## src/design/ket_pkg.sv

```systemverilog
package ket_pkg;

  localparam int KET_ENTRIES   = 64;
  localparam int KET_KEY_BITS  = 32;
  localparam int KET_TIME_BITS = 48;

  localparam int ACTION_W = 4;
  localparam int KEY_ID_W = 32;
  localparam int TTL_W    = 32;
  localparam int VALUE_W  = 49;
  localparam int STATUS_W = 2;
  localparam int USED_W   = 7;

  typedef enum logic [ACTION_W-1:0] {
    ACT_SET      = 4'd0,
    ACT_TTL      = 4'd1,
    ACT_EXPIRY   = 4'd2,
    ACT_PERSIST  = 4'd3,
    ACT_REMOVE   = 4'd4,
    ACT_EXPIRED  = 4'd5,
    ACT_CONTAINS = 4'd6,
    ACT_SWEEP    = 4'd7,
    ACT_TICK     = 4'd8,
    ACT_CLEAR    = 4'd9
  } ket_action_t;

  localparam logic [STATUS_W-1:0] STAT_OK       = 2'd0;
  localparam logic [STATUS_W-1:0] STAT_FULL     = 2'd1;
  localparam logic [STATUS_W-1:0] STAT_ZERO_TTL = 2'd2;

  // Two's complement -2 and -1 at the result width.
  localparam logic [VALUE_W-1:0] VAL_NO_TTL    = {{(VALUE_W-1){1'b1}}, 1'b0};
  localparam logic [VALUE_W-1:0] VAL_NO_EXPIRY = {VALUE_W{1'b1}};

  typedef enum logic [1:0] {
    ST_IDLE,
    ST_SCAN,
    ST_FINISH
  } ket_state_t;

  // Outcome of comparing a stored expiry time against the clock.
  typedef struct packed {
    logic expired;
    logic live;
  } ket_cmp_t;

endpackage

```

## src/design/ket_time_unit.sv

```systemverilog
module ket_time_unit
  import ket_pkg::*;
#(
  parameter int TIME_BITS = 48
) (
  input  logic [TIME_BITS-1:0] expiry,
  input  logic [TIME_BITS-1:0] now,
  output logic [TIME_BITS-1:0] remain,
  output ket_cmp_t             cmp
);

  logic [TIME_BITS:0] diff;

  // A borrow or a zero difference means the clock has reached the expiry time.
  assign diff        = {1'b0, expiry} - {1'b0, now};
  assign remain      = diff[TIME_BITS-1:0];
  assign cmp.expired = diff[TIME_BITS] | (diff[TIME_BITS-1:0] == '0);
  assign cmp.live    = ~cmp.expired;

endmodule

```

## config.mk

```make
export PLATFORM = sky130hd
export DESIGN_NAME = ket_time_unit
export DESIGN_NICKNAME = d
export VERILOG_FILES = /design/src/design/ket_pkg.sv /design/src/design/ket_time_unit.sv
export SDC_FILE = /design/constraint.sdc
export NUM_CORES = 1
export LEC_CHECK = 0
export ABC_CLOCK_PERIOD_IN_PS = 7480
export BUFFER_PORTS_ARGS = -buffer_cell sky130_fd_sc_hd__clkbuf_2
export CORE_AREA = 2 2 98 100
export DETAILED_ROUTE_END_ITERATION = 10
export DIE_AREA = 0 0 100 102
export GPL_ROUTABILITY_DRIVEN = 0
export PLACE_DENSITY_LB_ADDON = 0.25
export SLEW_MARGIN = 20
export SYNTH_ARGS = -nofsm -noshare
export SYNTH_HDL_FRONTEND = slang
export SYNTH_SLANG_ARGS = --single-unit
```

## constraint.sdc

```tcl
create_clock -name vclk -period 7.48
set_input_delay 0.374 -clock vclk [all_inputs]
set_output_delay 0.374 -clock vclk [all_outputs]
set_load 0.05 [all_outputs]
```

# Word-level counts from Yosys, hierarchy flattened
# Cells that the tools add are included.
# word_totals
out_inout_bits	50
ff_bits	0
# classes
reduce_logical	1
add_sub_neg	1
bitwise	2
# ops
operator	n
$sub A48 B48 Y49	1
$logic_not A48 Y1	1
$not A1 Y1	1
$or A1 B1 Y1	1

# Longest topological paths before layout
# depth
word_depth	4
depth_mapped	13

# Worst setup path after synthesis
# No wires, ideal clock.
# synth_timing
kind	input -> output
start	in expiry[0]
end	out cmp[0] in the netlist's numbering
path_stages	13
n_path_buf	0
arrival_time_ps	4298
t_required_ps	7106
path_slack_ps	2808
cell_sequence	inv_1 ha_1 fa_1 and2b_1 o2111ai_2 a211o_1 a311o_1 and2_1 a211oi_1 nor2_1 and4bb_1 nand4b_1 o21a_1
# synth_lines
element	line	text
start: declaration	ket_time_unit.sv:6	input logic [TIME_BITS-1:0] expiry,
end: declaration	ket_time_unit.sv:9	output ket_cmp_t cmp

==> reports/qor.csv <==
metric;value;unit
yosysMostFrequentCell;inv_1;
run_status;finished clean;
timing.max_cap.violations;0;
max_slew_violation_total_from_the_final_report;0;
grt_start_max_net_pins;13;
antenna-diode-count;0;
nNetsFinal;881;
layout.sequential_cells;0;
final.clkbuf_count;0;
max_slew_margin;57.4;%
drc_errors;0;
die_width;100;µm
switching_share;70.8;%
core-area;9110;µm²
grt_first_pass_wirelength;21200;µm
synth_top_area_share;14.9;%
combined_global_route_utilization_of_all_metal_layers;24.7;%
synthToLayoutAreaGrowth;17.5;%
first_global_vias;4822;
setup_violating_endpoint_count_in_the_final_report;0;
hold_fix_buffer_count_after_cts;0;
synth-warning-count;0;
period_share;55.9;%
layout.area.seq;0;µm²
netlist.top_cell.by_area;ha_1;
place.detailed.hpwl;11400;µm
initial_core_util;44.2;%
ys_top_cells_by_count;71 x inv_1, 56 x a21oi_1, 54 x nor2_1;
die_height;102;µm
report.final.hold_viol_count;0;
synth.cell_area;4030;µm²
seqPwrFrac;0;%
p_int;193;µW
synth.distinct_cells;89;
worst_slew_pin_slew;0.633;ns
place.port_buffers;146;
setup.worst_path.end_class;output pin;
floorplan.die_area;10200;µm²
ir_drop;107;µV
setup-tns-final;0;ns
drive_above_1_share;26.0;%
worstPathRequired;7.11;ns
grt_overflow_total;0;
post-cts-setup-buffers;0;
viasPerCell;6.16;
top_ports;146;
detail_route.first_pass.iterations;7;
period_needed;4.18;ns
achievable-frequency;0.239;GHz
finalHoldWorstSlack;1.26;ns
power.share.combinational;100.0;%
syn_avg_cell_area;6.62;µm²
clockPowerShare;0;%
postSynthCellCount;609;
seq_area_frac_synth;0;%
num_vias;5201;
detail_route.wl_per_cell;15.7;µm
timing.critical_path.fanout_max;5;
cellPowerDensity;140;nW/µm²
cellLeakagePower;0.00235;µW
critical_path.startpoint_type;primary input;
antenna_found_initial;0;
power.net_switching;469;µW
synthesis.nets;754;
route.antenna.remaining_nets;0;
post_cts.resized_instances;0;
drtIter0Drc;218;
hold_path.class;in -> out;
setup_repair_after_global_routing_missed_its_margin;no;
netlist_top_cells_area;ha_1 15%, a21oi_1 7.0%, inv_1 6.6%;
fp-row-count;35;
worstPathArrival;3.81;ns
timing.setup.critical_path_class;in -> out;
detail_route.wirelength;13300;µm
## logic make-up (layout without fill, tap and decap cells)
logic type | count (synthesis) | count (layout) | share of synthesized area [%]
multiplexers | 4 | 4 | 1.09
adder cells (fa/ha/maj) | 49 | 49 | 15.4
XOR/XNOR | 25 | 25 | 5.43
buffers and inverters | 93 | 218 | 10.7
AO/OA/AOI/OAI | 221 | 221 | 39.0
AND/OR/NAND/NOR | 217 | 217 | 28.3
## worst paths after layout
| kind | from | endpoint | depth (start not counted) | slack, ns |
|---|---|---|---|---|
| hold / removal | now[0] | remain[0] | 4 | 1.26 |
| setup / recovery | expiry[0] | cmp[0] | 15 | 3.30 |
## per-layer routing
layer	vias to the layer above	global-route usage [%]	part of all wire (%)
li1	2505	-	-
met1	2393	29.9	40
met2	260	44.8	48
met3	43	2.53	8.5
met4	0	9.91	3.8
met5	-	0	0
## power by group through the flow
stage / Sequential, µW / Combinational (µW) / Clock (µW)
6_report: 0 / 662 / 0
3_5_place_dp: 0 / 651 / 0
4_1_cts: 0 / 654 / 0
2_1_floorplan: 0 / 504 / 0
5_1_grt: 0 / 705 / 0
3_3_place_gp: 0 / 644 / 0
## cell type report
type / instances / area, µm²
Fill cell: 974 / 4370
Inverter: 72 / 270
Multi-Input combinational cell: 516 / 3600
Tap cell: 111 / 139
Timing Repair Buffer: 146 / 731
## worst max-delay path: stages
cell and delay, ns:
clkbuf_2 0.08, inv_1 0.03, ha_1 0.21, fa_1 0.39, and2b_1 0.24, o2111ai_2 0.20
a211oi_2 0.39, nor3_1 0.13, o311ai_1 0.39, o22ai_1 0.16, nor4_1 0.34, nand4_1 0.16
nand4b_1 0.26, o21a_1 0.22, clkbuf_2 0.23
## layout by cell type (no fill, tap or decap), drive strengths merged, types with 3 or more instances in the layout
cell,instances
o21bai,9
a211o,3
nand2b,5
and4,3
nor4,8
a21oi,65
nand2,51
and2,12
o31a,3
nor2,54
a221oi,5
nand4,11
a21o,21
xnor2,16
o311ai,3
inv,72
nand3,19
or3,7
a211oi,14
ha,48
nor3,13
o22ai,4
o211ai,7
o31ai,5
or4,3
o21ai,39
mux2,3
and3,9
or2,6
xor2,9
o221ai,5
nor2b,4
o21a,12
clkbuf,146
o2111ai,4
## metrics by stage
step	instance area [µm²]	util (%)	cells	worst slack [ns]	total power, µW
4_1_cts	4740	52.0	845	3.33	654
3_3_place_gp	4740	52.0	845	3.45	644
3_5_place_dp	4740	52.0	845	3.34	651
5_1_grt	4740	52.0	845	3.03	705
6_report	4740	52.0	845	3.30	662
2_1_floorplan	4030	-	609	2.81	504
Note: power is estimated with default switching activity, not from simulation.
